<file path="config.mk">
export PLATFORM = sky130hd
export DESIGN_NAME = pixel_neighbour_weight_mask
export DESIGN_NICKNAME = d
export VERILOG_FILES = /design/src/rtl/core/pnwm_pkg.sv /design/src/rtl/core/pnwm_line_buf.sv /design/src/rtl/core/pixel_neighbour_weight_mask.sv
export SDC_FILE = /design/constraint.sdc
export NUM_CORES = 1
export LEC_CHECK = 0
export BUFFER_PORTS_ARGS = -buffer_cell sky130_fd_sc_hd__clkbuf_2
export CAP_MARGIN = 20
export CORE_ASPECT_RATIO = 1.1
export CORE_MARGIN = 2
export CORE_UTILIZATION = 30
export CTS_CLUSTER_SIZE = 10
export DETAILED_ROUTE_END_ITERATION = 8
export PLACE_DENSITY = 0.5
export SYNTH_ARGS = -nofsm -noshare
export SYNTH_HDL_FRONTEND = slang
export SYNTH_SLANG_ARGS = --single-unit
</file>
<file path="constraint.sdc">
create_clock -name aclk -period 6.5 [get_ports aclk]
set_clock_uncertainty 0.15 [all_clocks]
set_input_delay 1.3 -clock aclk [delete_from_list [all_inputs] [get_ports aclk]]
set_output_delay 1.3 -clock aclk [all_outputs]
set_load 0.01 [all_outputs]
</file>
<file path="src/rtl/core/pnwm_pkg.sv">
package pnwm_pkg;

    localparam int MAX_COLUMNS_DEF = 256;
    localparam int MAX_ROWS_DEF    = 256;
    localparam int RESET_DIM       = 32;

    localparam int PIXEL_W     = 8;
    localparam int CODE_W      = 2;
    localparam int M_TDATA_W   = 8;
    localparam int CFG_DATA_W  = 9;
    localparam int CFG_INDEX_W = 1;
    localparam int FLAG_W      = 2;

    localparam logic [PIXEL_W-1:0] PIXEL_FULL = 8'hFF;

    localparam logic MODE_PIXEL = 1'b0;
    localparam logic MODE_FLUSH = 1'b1;

    localparam logic [CFG_INDEX_W-1:0] REG_FRAME_COLUMNS = 1'b0;
    localparam logic [CFG_INDEX_W-1:0] REG_FRAME_ROWS    = 1'b1;

    typedef enum logic [CODE_W-1:0] {
        CODE_ISOLATED = 2'd0,
        CODE_DIAG     = 2'd1,
        CODE_EDGE     = 2'd2,
        CODE_FULL     = 2'd3
    } code_t;

    // Per-pixel flags kept in the window: saturated value and nonzero value.
    typedef struct packed {
        logic full;
        logic nonzero;
    } flags_t;

    // Control carried with an item from acceptance into the window stage.
    typedef struct packed {
        logic   emit;
        logic   frame_end;
        logic   top;
        logic   bottom;
        logic   left;
        logic   right;
        flags_t cur;
    } s1_ctl_t;

    function automatic code_t classify(input logic center_full, input logic edge_any,
                                       input logic diag_any);
        code_t code;
        if (center_full) begin
            code = CODE_FULL;
        end else if (edge_any) begin
            code = CODE_EDGE;
        end else if (diag_any) begin
            code = CODE_DIAG;
        end else begin
            code = CODE_ISOLATED;
        end
        return code;
    endfunction

endpackage

</file>
<file path="src/rtl/core/pnwm_line_buf.sv">
// One-row line buffer with a registered read port. A read and a write to the same
// address in the same cycle return the data being written.
module pnwm_line_buf #(
    parameter int DEPTH = pnwm_pkg::MAX_COLUMNS_DEF
) (
    input  logic                            aclk,
    input  logic                            wr_en,
    input  logic [$clog2(DEPTH)-1:0]        wr_addr,
    input  logic [2*pnwm_pkg::FLAG_W-1:0]   wr_data,
    input  logic                            rd_en,
    input  logic [$clog2(DEPTH)-1:0]        rd_addr,
    output logic [2*pnwm_pkg::FLAG_W-1:0]   rd_data
);

    localparam int AW = $clog2(DEPTH);

    logic [2*pnwm_pkg::FLAG_W-1:0] mem [DEPTH];
    logic [2*pnwm_pkg::FLAG_W-1:0] rd_data_reg;

    always_ff @(posedge aclk) begin
        if (wr_en) begin
            mem[wr_addr] <= wr_data;
        end
    end

    always_ff @(posedge aclk) begin
        if (rd_en) begin
            if (wr_en && (wr_addr == rd_addr)) begin
                rd_data_reg <= wr_data;
            end else begin
                rd_data_reg <= mem[rd_addr[AW-1:0]];
            end
        end
    end

    assign rd_data = rd_data_reg;

endmodule

</file>
<file path="src/rtl/core/pixel_neighbour_weight_mask.sv">
// Channel   Direction  Handshake            Payload
// s_        in         s_tvalid / s_tready  s_tdata = pixel_value, s_tuser = mode
// m_        out        m_tvalid / m_tready  m_tdata = weight_code, m_tlast = frame_end
// cfg_      in         cfg_valid/cfg_ready  cfg_index, cfg_data
//
// One transaction is accepted per clock unless a stalled result holds s_tready low;
// the code released by a transaction passes through the registered line buffer read
// and the window stage, then the result register.
// Reset is synchronous and active low; the line buffer and window taps are not
// cleared, since every tap outside the frame is masked to zero.
// A stalled result holds a code-releasing item in the window stage, which holds s_tready low.

module pixel_neighbour_weight_mask #(
    parameter int MAX_COLUMNS = pnwm_pkg::MAX_COLUMNS_DEF,
    parameter int MAX_ROWS    = pnwm_pkg::MAX_ROWS_DEF
) (
    input  logic                                aclk,
    input  logic                                aresetn,

    input  logic                                s_tvalid,
    output logic                                s_tready,
    input  logic [pnwm_pkg::PIXEL_W-1:0]        s_tdata,    // [7:0] pixel_value
    input  logic [0:0]                          s_tuser,    // [0] mode

    output logic                                m_tvalid,
    input  logic                                m_tready,
    output logic [pnwm_pkg::M_TDATA_W-1:0]      m_tdata,    // [1:0] weight_code, rest zero
    output logic                                m_tlast,

    input  logic                                cfg_valid,
    output logic                                cfg_ready,
    input  logic [pnwm_pkg::CFG_INDEX_W-1:0]    cfg_index,
    input  logic [pnwm_pkg::CFG_DATA_W-1:0]     cfg_data
);

    // Column address, column count, row count and arrival row widths. The arrival
    // row runs up to two past the last row while flush transactions drain the window.
    localparam int AW  = $clog2(MAX_COLUMNS);
    localparam int CW  = $clog2(MAX_COLUMNS + 1);
    localparam int RW  = $clog2(MAX_ROWS + 1);
    localparam int ARW = $clog2(MAX_ROWS + 2);
    localparam int XCW = (CW > pnwm_pkg::CFG_DATA_W) ? CW : pnwm_pkg::CFG_DATA_W;
    localparam int XRW = (RW > pnwm_pkg::CFG_DATA_W) ? RW : pnwm_pkg::CFG_DATA_W;
    localparam int RESET_COLS = (pnwm_pkg::RESET_DIM < MAX_COLUMNS) ?
                                pnwm_pkg::RESET_DIM : MAX_COLUMNS;
    localparam int RESET_ROWS = (pnwm_pkg::RESET_DIM < MAX_ROWS) ?
                                pnwm_pkg::RESET_DIM : MAX_ROWS;
    localparam int FW = pnwm_pkg::FLAG_W;

    // Frame geometry registers.
    logic [CW-1:0]  cols_reg, cols_next, cols_clamp;
    logic [RW-1:0]  rows_reg, rows_next, rows_clamp;
    logic [XCW-1:0] cfg_ext_c;
    logic [XRW-1:0] cfg_ext_r;
    logic           cfg_wr;

    // Raster position of the next arriving transaction and of the next code out.
    logic [AW-1:0]  arr_col_reg, arr_col_next;
    logic [ARW-1:0] arr_row_reg, arr_row_next;
    logic [AW-1:0]  emit_col_reg, emit_col_next;
    logic [RW-1:0]  emit_row_reg, emit_row_next;

    // Acceptance-side decode.
    logic               s_acc;
    logic               past_end;
    logic               ignore;
    logic               arr_last_col;
    logic               emit_last_col;
    logic               emit_last_row;
    pnwm_pkg::s1_ctl_t  s0_ctl;

    // Window stage.
    logic               s1_valid_reg, s1_valid_next;
    pnwm_pkg::s1_ctl_t  s1_ctl_reg;
    logic [AW-1:0]      s1_addr_reg;
    logic               s1_fire;
    logic               out_free;

    // Window taps: b* are the row below, m* the pixel's own row, t* the row above.
    logic [2*FW-1:0]    lb_rd_data;
    pnwm_pkg::flags_t   a1, a2;
    pnwm_pkg::flags_t   b1_reg, b2_reg, m1_reg, m2_reg, t1_reg, t2_reg;
    logic               edge_any, diag_any;
    pnwm_pkg::code_t    code;

    // Result register.
    logic               m_valid_reg, m_valid_next;
    pnwm_pkg::code_t    m_code_reg;
    logic               m_last_reg;

    // ---------------------------------------------------------------------------
    // Configuration. A write takes effect at once and restarts the frame; values
    // are clamped to the supported range, with zero taken as one.
    // ---------------------------------------------------------------------------
    assign cfg_ready = aresetn;
    assign cfg_wr    = cfg_valid & cfg_ready;
    assign cfg_ext_c = XCW'(cfg_data);
    assign cfg_ext_r = XRW'(cfg_data);

    always_comb begin
        if (cfg_data == '0) begin
            cols_clamp = CW'(1);
        end else if (cfg_ext_c > XCW'(MAX_COLUMNS)) begin
            cols_clamp = CW'(MAX_COLUMNS);
        end else begin
            cols_clamp = CW'(cfg_ext_c);
        end
        if (cfg_data == '0) begin
            rows_clamp = RW'(1);
        end else if (cfg_ext_r > XRW'(MAX_ROWS)) begin
            rows_clamp = RW'(MAX_ROWS);
        end else begin
            rows_clamp = RW'(cfg_ext_r);
        end
    end

    always_comb begin
        cols_next = cols_reg;
        rows_next = rows_reg;
        if (cfg_wr && (cfg_index == pnwm_pkg::REG_FRAME_COLUMNS)) begin
            cols_next = cols_clamp;
        end
        if (cfg_wr && (cfg_index == pnwm_pkg::REG_FRAME_ROWS)) begin
            rows_next = rows_clamp;
        end
    end

    // ---------------------------------------------------------------------------
    // Acceptance. The position counters decide on the spot whether the transaction
    // releases a code, whether that code closes the frame, and which neighbours of
    // the released pixel lie inside the frame.
    // ---------------------------------------------------------------------------
    assign s_acc    = s_tvalid & s_tready;
    assign past_end = arr_row_reg >= ARW'(rows_reg);
    // A flush transaction before the final pixel has arrived does nothing.
    assign ignore   = (s_tuser[0] == pnwm_pkg::MODE_FLUSH) && !past_end;

    assign arr_last_col  = (CW'(arr_col_reg) + CW'(1)) == cols_reg;
    assign emit_last_col = (CW'(emit_col_reg) + CW'(1)) == cols_reg;
    assign emit_last_row = (emit_row_reg + RW'(1)) == rows_reg;

    always_comb begin
        // A code is due once one full row plus one pixel has arrived.
        s0_ctl.emit      = (arr_row_reg >= ARW'(2)) ||
                           ((arr_row_reg == ARW'(1)) && (arr_col_reg != '0));
        s0_ctl.frame_end = s0_ctl.emit && emit_last_row && emit_last_col;
        s0_ctl.top       = emit_row_reg != '0;
        s0_ctl.bottom    = !emit_last_row;
        s0_ctl.left      = emit_col_reg != '0;
        s0_ctl.right     = !emit_last_col;
        // Pixels past the end of the frame, flush or late, enter as zero.
        s0_ctl.cur.nonzero = !past_end && (s_tdata != '0);
        s0_ctl.cur.full    = !past_end && (s_tdata == pnwm_pkg::PIXEL_FULL);
    end

    always_comb begin
        arr_col_next  = arr_col_reg;
        arr_row_next  = arr_row_reg;
        emit_col_next = emit_col_reg;
        emit_row_next = emit_row_reg;
        if (cfg_wr) begin
            arr_col_next  = '0;
            arr_row_next  = '0;
            emit_col_next = '0;
            emit_row_next = '0;
        end else if (s_acc && !ignore) begin
            if (s0_ctl.frame_end) begin
                // The last code of the frame restarts the raster for the next frame.
                arr_col_next  = '0;
                arr_row_next  = '0;
                emit_col_next = '0;
                emit_row_next = '0;
            end else begin
                if (arr_last_col) begin
                    arr_col_next = '0;
                    arr_row_next = arr_row_reg + ARW'(1);
                end else begin
                    arr_col_next = arr_col_reg + AW'(1);
                end
                if (s0_ctl.emit) begin
                    if (emit_last_col) begin
                        emit_col_next = '0;
                        emit_row_next = emit_row_reg + RW'(1);
                    end else begin
                        emit_col_next = emit_col_reg + AW'(1);
                    end
                end
            end
        end
    end

    // ---------------------------------------------------------------------------
    // Window stage. The line buffer holds, per column, the flags of the two rows
    // above the arriving pixel; short shift registers supply the columns to the left.
    // ---------------------------------------------------------------------------
    assign out_free = !m_valid_reg || m_tready;
    assign s1_fire  = s1_valid_reg && (!s1_ctl_reg.emit || out_free);
    assign s_tready = aresetn && (!s1_valid_reg || s1_fire);

    always_comb begin
        s1_valid_next = s1_valid_reg;
        if (s_acc && !ignore) begin
            s1_valid_next = 1'b1;
        end else if (s1_fire) begin
            s1_valid_next = 1'b0;
        end
    end

    pnwm_line_buf #(
        .DEPTH   (MAX_COLUMNS)
    ) u_line_buf (
        .aclk    (aclk),
        .wr_en   (s1_fire),
        .wr_addr (s1_addr_reg),
        .wr_data ({lb_rd_data[FW-1:0], s1_ctl_reg.cur}),
        .rd_en   (s_acc && !ignore),
        .rd_addr (arr_col_reg),
        .rd_data (lb_rd_data)
    );

    assign a1 = pnwm_pkg::flags_t'(lb_rd_data[FW-1:0]);
    assign a2 = pnwm_pkg::flags_t'(lb_rd_data[2*FW-1:FW]);

    // The released pixel is the center m1; neighbours outside the frame are masked.
    always_comb begin
        edge_any = (s1_ctl_reg.top    && t1_reg.nonzero) ||
                   (s1_ctl_reg.bottom && b1_reg.nonzero) ||
                   (s1_ctl_reg.left   && m2_reg.nonzero) ||
                   (s1_ctl_reg.right  && a1.nonzero);
        diag_any = (s1_ctl_reg.top    && s1_ctl_reg.left  && t2_reg.nonzero) ||
                   (s1_ctl_reg.top    && s1_ctl_reg.right && a2.nonzero) ||
                   (s1_ctl_reg.bottom && s1_ctl_reg.left  && b2_reg.nonzero) ||
                   (s1_ctl_reg.bottom && s1_ctl_reg.right && s1_ctl_reg.cur.nonzero);
        code     = pnwm_pkg::classify(m1_reg.full, edge_any, diag_any);
    end

    // ---------------------------------------------------------------------------
    // Result register.
    // ---------------------------------------------------------------------------
    always_comb begin
        m_valid_next = m_valid_reg;
        if (s1_fire && s1_ctl_reg.emit) begin
            m_valid_next = 1'b1;
        end else if (m_tready) begin
            m_valid_next = 1'b0;
        end
    end

    assign m_tvalid = m_valid_reg;
    assign m_tdata  = pnwm_pkg::M_TDATA_W'(m_code_reg);
    assign m_tlast  = m_last_reg;

    // Control state.
    always_ff @(posedge aclk) begin
        if (!aresetn) begin
            cols_reg     <= CW'(RESET_COLS);
            rows_reg     <= RW'(RESET_ROWS);
            arr_col_reg  <= '0;
            arr_row_reg  <= '0;
            emit_col_reg <= '0;
            emit_row_reg <= '0;
            s1_valid_reg <= 1'b0;
            m_valid_reg  <= 1'b0;
        end else begin
            cols_reg     <= cols_next;
            rows_reg     <= rows_next;
            arr_col_reg  <= arr_col_next;
            arr_row_reg  <= arr_row_next;
            emit_col_reg <= emit_col_next;
            emit_row_reg <= emit_row_next;
            s1_valid_reg <= s1_valid_next;
            m_valid_reg  <= m_valid_next;
        end
    end

    // Payload registers.
    always_ff @(posedge aclk) begin
        if (s_acc && !ignore) begin
            s1_ctl_reg  <= s0_ctl;
            s1_addr_reg <= arr_col_reg;
        end
        if (s1_fire) begin
            b1_reg <= s1_ctl_reg.cur;
            b2_reg <= b1_reg;
            m1_reg <= a1;
            m2_reg <= m1_reg;
            t1_reg <= a2;
            t2_reg <= t1_reg;
        end
        if (s1_fire && s1_ctl_reg.emit) begin
            m_code_reg <= code;
            m_last_reg <= s1_ctl_reg.frame_end;
        end
    end

endmodule

</file>
* Yosys cells after proc, flatten, opt, wreduce, memory -nomap -nowiden
Memories as Yosys holds them, arrays and structs flattened. A register that Yosys moved wholly into a read port is not among the register bits. Cells that the tools add are included.
Storage, ports and cells: bits in registers 83, RAM bits 1024, input port bits 24, output and inout port bits 12, logic and storage cells 128, memories kept 1
Cells by class: add/subtract/negate cells 6, magnitude comparators 3, eq/ne operators 6, mux-type cells 23, bitwise operators 4, reductions and logical operators 57
Memory list:
- u_line_buf.mem | words 256, bits a word 4, read ports 1, clocked after Yosys merged registers in 1, wr ports 1, line pnwm_line_buf.sv:17 | logic [2*pnwm_pkg::FLAG_W-1:0] mem [DEPTH];
Operator list (count):
- two-way mux 9 bit | 7
- two-way mux 8 bit | 7
- equality test 9 bit | 3
- logical AND 1 bit | 25
- nonzero test 8 bit | 3
- adder 8 x 1 -> 9 bit, second input constant | 2
- adder 9 x 1 -> 9 bit, second input constant | 2
- adder 8 x 1 -> 8 bit, second input constant | 2
- logical OR 1 bit | 10
- nonzero test 2 bit | 5
- equality test 9 x 1 -> 1 bit, second input constant | 1
- greater-or-equal comparator 9 x 2 -> 1 bit, second input constant | 1
- greater-or-equal comparator 9 bit | 1
- greater-than comparator 9 bit, second input constant | 1
- logical NOT 9 bit | 1
- nonzero test 9 bit | 1
- equality test 8 bit | 1
- equality test 8 bit, second input constant | 1
- two-way mux 1 bit | 8
- logical NOT 1 bit | 7
- AND reduction 2 bit | 2
- OR reduction 2 bit | 2
- two-way mux 3 bit | 1
- AND reduction 3 bit | 1
- 2 further kinds | 4

* Logic depth before layout (Yosys ltp)
Gate-level depths: netlist (run 1).
word-level depth 10, mapped depth 12, depth with buffers taken out 10

* Cells and area by module
Synthesis (run 1) repeated with hierarchy kept, for this count alone.
Second synthesis, totals: cells, all modules 2646, area total of the unflattened synthesis 45602.5 µm²
Modules (own cells, without submodules):
- pnwm_line_buf | times used 1, cells each 2122, area each 41006.8 µm², sequential area each 30869.6 µm²
- pixel_neighbour_weight_mask | times used 1, cells each 524, area each 4595.7 µm², sequential area each 1861.8 µm²

* Worst setup path before layout (run 1)
Ideal clock, no wire load.
kind register to register, start point register s1_ctl_reg[0] (netlist bit), end point register b1_reg[0] (netlist bit), data pin, setup time 826 ps, arrival time 3269 ps, required time 5524 ps, path slack 2255 ps, stages on the path, launching flop included 1, path buffers 0, period minus slack after synthesis 4245 ps, cell sequence edfxtp_1
RTL lines:
- from (decl) | line pixel_neighbour_weight_mask.sv:74 | pnwm_pkg::s1_ctl_t s1_ctl_reg;
- from (signal assigned) | line pixel_neighbour_weight_mask.sv:279 | s1_ctl_reg <= s0_ctl;
- to (signal assigned) | line pixel_neighbour_weight_mask.sv:283 | b1_reg <= s1_ctl_reg.cur;
- to (decl) | line pixel_neighbour_weight_mask.sv:82 | pnwm_pkg::flags_t b1_reg, b2_reg, m1_reg, m2_reg, t1_reg, t2_reg;
No word-level cell between the ends.

==> results of run 1 <==
cell usage after synthesis (28+ instances only):
master	count	area [um2]
dfxtp_1	62	1241
o21ai_0	43	215.2
a22oi_1	60	450.4
clkbuf_1	83	311.6
mux4_2	115	2590
buf_4	30	225.2
nand2_1	94	352.8
nand4_1	44	275.3
nor2_1	296	1111
mux2i_1	160	1602
inv_1	28	105.1
edfxtp_1	797	23930
a21oi_1	55	275.3
buf_2	44	220.2
nand3_1	78	390.4
critical path: stages (launching register included):
cell and delay [ns]:
dfxtp_4 0.62, buf_4 0.73, mux4_2 0.60, mux2_2 0.30, nand4_1 0.22, nand3_1 0.17
a2111oi_0 0.38, buf_1 0.25, a221oi_1 0.12, o22a_1 0.23
worst paths after layout:
kind,slack [ns],depth (start not counted),end,start
min,0.28,0,m_tlast,s1_ctl_reg[6]
max reg2reg,2.42,9,u_line_buf.rd_data[1],register
max,2.42,9,u_line_buf.rd_data[1],register
min reg2reg,0.28,0,m_tlast,s1_ctl_reg[6]
cell type report:
class | count | area (um2)
diodes | 1 | 2.502
clock buffers | 127 | 2625
clock inverters | 9 | 115.1
fillers | 11300 | 78810
inverters | 29 | 108.9
multi-input cells | 1306 | 10170
flip-flops and latches | 859 | 25190
well taps | 1552 | 1942
repair buffers | 92 | 691.9
through the flow:
step                area, um2  cells  utilization
global placement        38050   3835       0.3180
CTS                     40840   3974       0.3413
floorplan               36280   2359            -
global route            40840   3974       0.3413
finish                  40840   3975       0.3414
detailed placement      38100   3838       0.3184
power by group:
group          switching, mW  total (mW)  internal (mW)
Clock                   2.11        4.94           2.83
Sequential            0.0179        6.04           6.02
Combinational          0.146       0.203         0.0571
Total                   2.28        11.2           8.90
logic make-up (layout without fill, tap and decap cells):
logic type	count (synthesis)	count (layout)
other	1	7
flip-flops	859	859
AND/OR/NAND/NOR	673	673
buffers and inverters	194	257
XOR/XNOR	45	45
AO/OA/AOI/OAI	284	284
adder cells (fa/ha/maj)	18	18
multiplexers	280	280
layer usage:
layer / wire length, um / GRT usage
met4: 2149 / 0.04657
met2: 49690 / 0.2713
met3: 4615 / 0.02144
met5: 0 / 0
met1: 41320 / 0.2063
==> impl_metrics.tcl, run 1 <==
set metrics [dict create \
    synth-xor-area-share 0.01108 \
    worstSetupPathType "reg2reg" \
    synthSimpleGateAreaFrac 0.09028 \
    holdWs_ns 0.2772 \
    total_power_mw 11.18 \
    wl_per_cell_um 24.60 \
    synthArstFlopShare 0 \
    post-route-period-util 0.6281 \
    outcome "completed" \
    fp.coreArea_um2 119600 \
    cts_max_level 3 \
    area_growth_syn_to_layout_pct 12.65 \
    dr.pass1.iters 5 \
    top_register "u_line_buf.mem" \
    grt_pass1_wl_um 145300 \
    slew_headroom 0.2595 \
    start_util 0.3030 \
    synth_top_family_by_area "multiplexers" \
    vdd_drop_max_uv 212.5 \
    final_max_slew_viol_count 0 \
    worstMarginPinSlew_ns 1.108 \
    grt_max_degree 180 \
    clk_pin_slew_worst_paths_ns 0.06 \
    die_area_um2 123700 \
    antenna_left 0 \
    wl_um 97780 \
    dr.first_iter.drc_count 1911 \
    clk-insertion-delay-late_ns 0.67 \
    p_leak_nw 11.91 \
    fmax_ghz 0.2449 \
    antenna_found_initial 1 \
    dpl.hpwl_um 61830 \
    synth-seq-cells 859 \
    grt_pass1_vias 21670 \
    crit_path_max_fanout 41 \
    drive_above_1_share 0.1462 \
    dp_slack_ns 2.320 \
    endpoint_kind "register" \
    power_density_nw_per_um2 273.7 \
    grt_use_total 0.1576 \
    postCtsSetupBuffers 0 \
    hold_viol 0 \
    netlist_instances 2354 \
    die_y_um 368.6 \
    netlist_area_um2 36260 \
    synthFlopType "edfxtp_1" \
    start_kind "register" \
    syn_avg_cell_area_um2 15.40 \
    most-common-layout-cells "edfxtp_1 (797), nor2_1 (296), mux2i_1 (160)" \
    yosysSeqAreaShare 0.6943 \
    holdBufCountCts 0 \
    cap_violations 0 \
    rsz0062_at_grt "false" \
    cts_resized 0 \
    root_buffer "clkbuf_16" \
    largest_register_ffs 768 \
    finalSetupTns_ns 0 \
    fin_ws_ns 2.417 \
    io_buffers 29 \
    ys.warnings.count 0 \
    via_per_inst 5.217 \
    post-route-min-period_ns 4.083 \
    hold_path.class "reg2reg" \
    vias 20740 \
    rows 133 \
    synth.distinct_cells 88 \
    die_w_um 335.5 \
    yosys-mux-area-fraction 0.1172 \
    final_common_cell "edfxtp_1" \
    gp_congestion 0.8197 \
    worstPathRequired_ns 6.76 \
    clock_sinks 859 \
    synth-compound-area-share 0.05508 \
    drcViolationCount 0 \
    synth_edf_count 797 \
    cp_data_arrival_time_ns 4.34 \
    synthAdderAreaFrac 0.006212 \
    clockBufferDepth 3 \
    setup_violations 0 \
    grt_overflow 0 \
    layout.nets 2428 \
    numCtsBuffers 98 \
    ios 36 \
    cts_tree "yes" \
]
No activity file was read; power rests on OpenSTA's default activity.
==> run 2: changes to the inputs <==
- ABC_AREA: not set -> 1
- clock period: 6.5 -> 3.8 ns (I/O delays scaled with it)
==> impl_metrics.tcl, run 2 <==
set metrics [dict create \
    outcome "completed" \
    root_buffer "clkbuf_16" \
    yosysTopAreaCell "edfxtp_1" \
    top_register "u_line_buf.mem" \
    p_leak_nw 14.39 \
    rows 134 \
    wl_per_cell_um 19.59 \
    dr.pass1.iters 5 \
    numCtsBuffers 98 \
    antenna_found_initial 1 \
    met1_usage 0.2079 \
    grt_pass1_vias 25400 \
    yosysSeqAreaShare 0.6831 \
    total_power_mw 19.42 \
    rr_startpoint "emit_col_reg[0]" \
    worstPathRequired_ns 4.17 \
    largest_register_ffs 768 \
    clk_pin_slew_worst_paths_ns 0.06 \
    antenna_left 0 \
    ys.warnings.count 0 \
    met2_usage 0.2793 \
    fp.coreArea_um2 121600 \
    yosysMostFrequentCell "nand2_1" \
    seq_area_um2 25190 \
    wl_um 101400 \
    vias 25140 \
    most-common-layout-cells "nand2_1 (1011), nand3_1 (806), edfxtp_1 (797)" \
    area_growth_syn_to_layout_pct 13.14 \
    clk-insertion-delay-late_ns 0.68 \
    p_seq_frac 0.532 \
    fin_ws_ns 0.8534 \
    cp_data_arrival_time_ns 3.32 \
    layout.nets 3539 \
    worstReg2RegEnd "arr_col_reg[1]" \
    p_sw_frac 0.2147 \
    vdd_drop_max_uv 318.4 \
    worstMarginPinSlew_ns 0.7831 \
    dr.first_iter.drc_count 1990 \
    multi_input_area_um2 10350 \
    syn_avg_cell_area_um2 10.50 \
    reg2regPathDepth 14 \
    synth-seq-cells 859 \
    final_max_slew_viol_count 0 \
    dp_slack_ns 0.8088 \
    hold_path.class "in2reg" \
    via_per_inst 4.856 \
    die_y_um 371.6 \
    synth_common_cells "nand2_1 (1011), nand3_1 (806), edfxtp_1 (797)" \
    grt_overflow 0 \
    start_kind "register" \
    rrSetupSlack_ns 0.85 \
    fmax_ghz 0.3394 \
    io_buffers 29 \
    crit_path_max_fanout 17 \
    min_to "rows_reg[2]" \
    grt_use_total 0.1598 \
    endpoint_kind "register" \
    antennaDiodeCount 0 \
    ios 36 \
    synth.distinct_cells 40 \
    netlist_instances 3511 \
    cap_violations 0 \
    grt_pass1_wl_um 153800 \
    synthTopCellsByArea "edfxtp_1 (65%), nand3_1 (11%), nand2_1 (10%), dfxtp_1 (3.4%), nor2_1 (3.3%)" \
    drcViolationCount 0 \
    combPwrFrac 0.036 \
    cts_max_level 3 \
    placedCellCount 5029 \
    synth_top_area_frac 0.6494 \
    synthArstFlopShare 0 \
    postCtsSetupBuffers 0 \
    setup_violations 0 \
    grt_max_degree 145 \
    clock_sinks 859 \
    pwr-share-clk 0.432 \
    grt.busiest_layer "met2" \
    fillers 12250 \
    power_density_nw_per_um2 465.8 \
    hold_start "cfg_data[2]" \
    die_w_um 338.2 \
    finish.utilization 0.3430 \
    power.switching_mw 4.169 \
    internal_power_mw 15.25 \
    hold_depth 3 \
    dpl.hpwl_um 59060 \
    instances_no_fill 5177 \
    hold_viol 0 \
    rsz0062_at_grt "false" \
    cts_tree "yes" \
    start_util 0.3032 \
    slew_headroom 0.4760 \
    cts_resized 0 \
    synthFlopType "edfxtp_1" \
    post-route-min-period_ns 2.947 \
    clockBufferDepth 3 \
    synth_edf_count 797 \
    gp_congestion 0.8075 \
    netlist_area_um2 36850 \
    gr-usage-met3 0.01825 \
    die_area_um2 125700 \
    worstSetupPathType "reg2reg" \
    holdBufCountCts 0 \
    post-route-period-util 0.7754 \
    drive_above_1_share 0.06629 \
    final_common_cell "nand2_1" \
]
==> run 2: cell families after synthesis <==
group | Yosys count | share of synthesized area
AND/OR/NAND/NOR | 2197 | 0.2559
flip-flops | 859 | 0.6831
buffers and inverters | 330 | 0.03640
AO/OA/AOI/OAI | 81 | 0.01246
XOR/XNOR | 25 | 0.005942
adder cells (fa/ha/maj) | 18 | 0.006112
other | 1 | 0.0001018
==> run 2: final cells by class <==
cell class              count  share of cell area
repair buffers            105             0.02317
inverters                 106            0.009903
flip-flops and latches    859              0.6041
clock inverters            10            0.002101
multi-input cells        2327              0.2483
well taps                1632             0.04897
clock buffers             138             0.06344
==> run 2: power groups by stage <==
stage / Combinational [mW] / Sequential [mW] / Clock, mW
final: 0.702 / 10.3 / 8.39
after global routing: 0.779 / 10.3 / 8.92
after detailed placement: 0.712 / 10.5 / 0
after CTS: 0.713 / 10.3 / 8.56
after floorplan: 0.398 / 10.6 / 0
after global placement: 0.712 / 10.5 / 0
==> run 2: metal layers <==
layer | vias to the layer above | share of wire | wire length, um
met1 | 12340 | 0.45 | 45360
li1 | 12110 | - | -
met2 | 542 | 0.49 | 49200
met4 | 0 | 0.024 | 2447
met5 | - | 0 | 0
met3 | 140 | 0.044 | 4432
==> run 2: worst max-delay path: stages, from the launching register on <==
cell and delay [ns]:
dfxtp_1 0.48, inv_1 0.12, ha_1 0.35, xnor2_1 0.14, nand2_1 0.06, nor2_1 0.11, nand3_1 0.09, nor2_1 0.08
nand2_1 0.10, nor2_4 0.14, nand3_4 0.22, nand2_4 0.27, nand2_1 0.15, nand2_2 0.21, nor2_1 0.14
==> run 2: stage by stage <==
stage / hold slack (ns) / instance area [um2] / setup TNS [ns]
4_1_cts: 0.2089 / 41700 / 0
5_1_grt: 0.2539 / 41700 / 0
3_5_place_dp: 0.2562 / 38960 / 0
6_report: 0.2520 / 41700 / 0
2_1_floorplan: 0.2503 / 36870 / -334.68
3_3_place_gp: 0.2559 / 38960 / 0
==> run 2: how the worst max path moves through the flow <==
stage	from	endpoint	slack (ns)	depth (start not counted)
floorplan	u_line_buf.rd_data[0]	m1_reg[0]	-0.44	0
global placement	emit_col_reg[0]	register	0.81	14
detailed placement	emit_col_reg[0]	register	0.81	14
CTS	emit_col_reg[0]	arr_col_reg[1]	0.80	14
global route	emit_col_reg[0]	arr_col_reg[1]	0.53	16
finish	emit_col_reg[0]	arr_col_reg[1]	0.85	14
==> run 3: changes to the inputs <==
- PLACE_DENSITY: 0.5 -> 0.51
- clock period: 3.8 -> 2.6 ns (I/O delays scaled with it)
==> impl_metrics.tcl, run 3 (synthesis gave the netlist of run 2 again) <==
set metrics [dict create \
    wl_per_cell_um 19.77 \
    dp_slack_ns 0.1088 \
    clockBufferDepth 3 \
    instances_no_fill 5257 \
    vias 25710 \
    worstMarginPinSlew_ns 0.6680 \
    gp_congestion 0.8306 \
    setup_violations 0 \
    finish.utilization 0.3534 \
    worstPathRequired_ns 2.89 \
    grt_pass1_wl_um 154600 \
    drive_above_1_share 0.09600 \
    numCtsBuffers 98 \
    cap_violations 0 \
    rows 134 \
    placedCellCount 5122 \
    fmax_ghz 0.3996 \
    fp.coreArea_um2 121600 \
    grt_overflow 0 \
    fin_ws_ns 0.09774 \
    design_area_um2 42950 \
    top_register "u_line_buf.mem" \
    clock_sinks 859 \
    root_buffer "clkbuf_16" \
    reg2regPathDepth 13 \
    wl_um 104000 \
    slew_headroom 0.5536 \
    dpl.hpwl_um 63070 \
    grt_use_total 0.1614 \
    p_leak_nw 15.11 \
    grt_max_degree 99 \
    holdWs_ns 0.06177 \
    cts_tree "yes" \
    outcome "completed" \
    power_density_nw_per_um2 659.4 \
    crit_path_max_fanout 24 \
    worstSetupPathType "reg2reg" \
    layout.nets 3644 \
    via_per_inst 4.891 \
    worstReg2RegEnd "u_line_buf.rd_data[1]" \
    dr.pass1.iters 5 \
    hold_start "cfg_data[6]" \
    clk_pin_slew_worst_paths_ns 0.06 \
    area_growth_syn_to_layout_pct 16.56 \
    largest_register_ffs 768 \
    cts_max_level 3 \
    clk-insertion-delay-late_ns 0.68 \
    antennaDiodeCount 0 \
    hold_viol 0 \
    cp_data_arrival_time_ns 2.79 \
    post-route-period-util 0.9624 \
    drcViolationCount 0 \
    endpoint_kind "register" \
    antenna_found_initial 0 \
    die_w_um 338.2 \
    vdd_drop_max_uv 447.5 \
    post-route-min-period_ns 2.502 \
    hold_path.class "in2reg" \
    ios 36 \
    rrSetupSlack_ns 0.1 \
    die_y_um 371.6 \
    start_util 0.3032 \
    hold_depth 5 \
    dr.first_iter.drc_count 2223 \
    most-common-layout-cells "nand2_1 (1009), nand3_1 (805), edfxtp_1 (797)" \
    die_area_um2 125700 \
    min_to "cols_reg[6]" \
    final_max_slew_viol_count 0 \
    grt_pass1_vias 25250 \
    start_kind "register" \
    antenna_left 0 \
    place_area_um2 40040 \
    fillers 12050 \
    io_buffers 29 \
    final_common_cell "nand2_1" \
]
-- run 3: worst max path at each step --
stage                     depth (start not counted)  slack [ns]                   from               endpoint
after floorplan                                   0       -1.64  u_line_buf.rd_data[0]              m1_reg[0]
after global placement                           12        0.13               register  u_line_buf.rd_data[2]
after detailed placement                         12        0.11               register  u_line_buf.rd_data[2]
after CTS                                        12        0.11               register  u_line_buf.rd_data[2]
after global routing                             13      -0.004               register  u_line_buf.rd_data[2]
final                                            13         0.1               register  u_line_buf.rd_data[1]
-- run 3: layer usage --
metal | track usage | share of wire | wire length (um)
met2 | 0.2827 | 0.49 | 51050
met3 | 0.01825 | 0.049 | 5122
met5 | 0 | 0 | 0
met4 | 0.05194 | 0.026 | 2686
met1 | 0.2082 | 0.43 | 45090
-- run 3: cell type report --
| type | count | area (um2) | share of cell area |
|---|---|---|---|
| Timing Repair Buffer | 210 | 2266 | 0.05275 |
| Clock buffer | 116 | 2572 | 0.05989 |
| Sequential cell | 859 | 25190 | 0.5864 |
| Clock inverter | 7 | 77.57 | 0.001806 |
| Inverter | 106 | 415.4 | 0.009671 |
| Tap cell | 1632 | 2042 | 0.04754 |
| Multi-Input combinational cell | 2327 | 10390 | 0.2419 |
-- run 3: metrics by stage --
step,TNS [ns],power [mW]
5_1_grt,-0.01258,29.15
6_report,0,28.32
4_1_cts,0,28.58
3_5_place_dp,0,16.47
3_3_place_gp,0,16.47
2_1_floorplan,-1264.54,16.02
-- run 3: critical path, stage by stage, from the launching register on --
cell and delay [ns]:
dfxtp_4 0.53, buf_4 0.22, clkbuf_16 0.23, nand3_1 0.09
nand3_1 0.08, nand3_1 0.08, nand3_1 0.25, nand2_1 0.09
nand2_1 0.06, nand3_1 0.14, nand3_1 0.12, nand2_1 0.08
nand2_1 0.06, nand2_1 0.05
-- run 3: repair_timing --
action                                  4_1_cts  5_1_grt
resized for setup                             0       22
hold buffers                                  2        0
endpoints found under the setup margin        0       45
buffers inserted                              0        6
endpoints found under the hold margin         3        0
-- run 3: report_power, final --
part	internal [mW]	total (mW)	switching [mW]	leakage, nW
logic	0.326	1.12	0.792	6.14
registers	15.0	15.1	0.0422	7.67
clock network	6.94	12.1	5.17	1.30
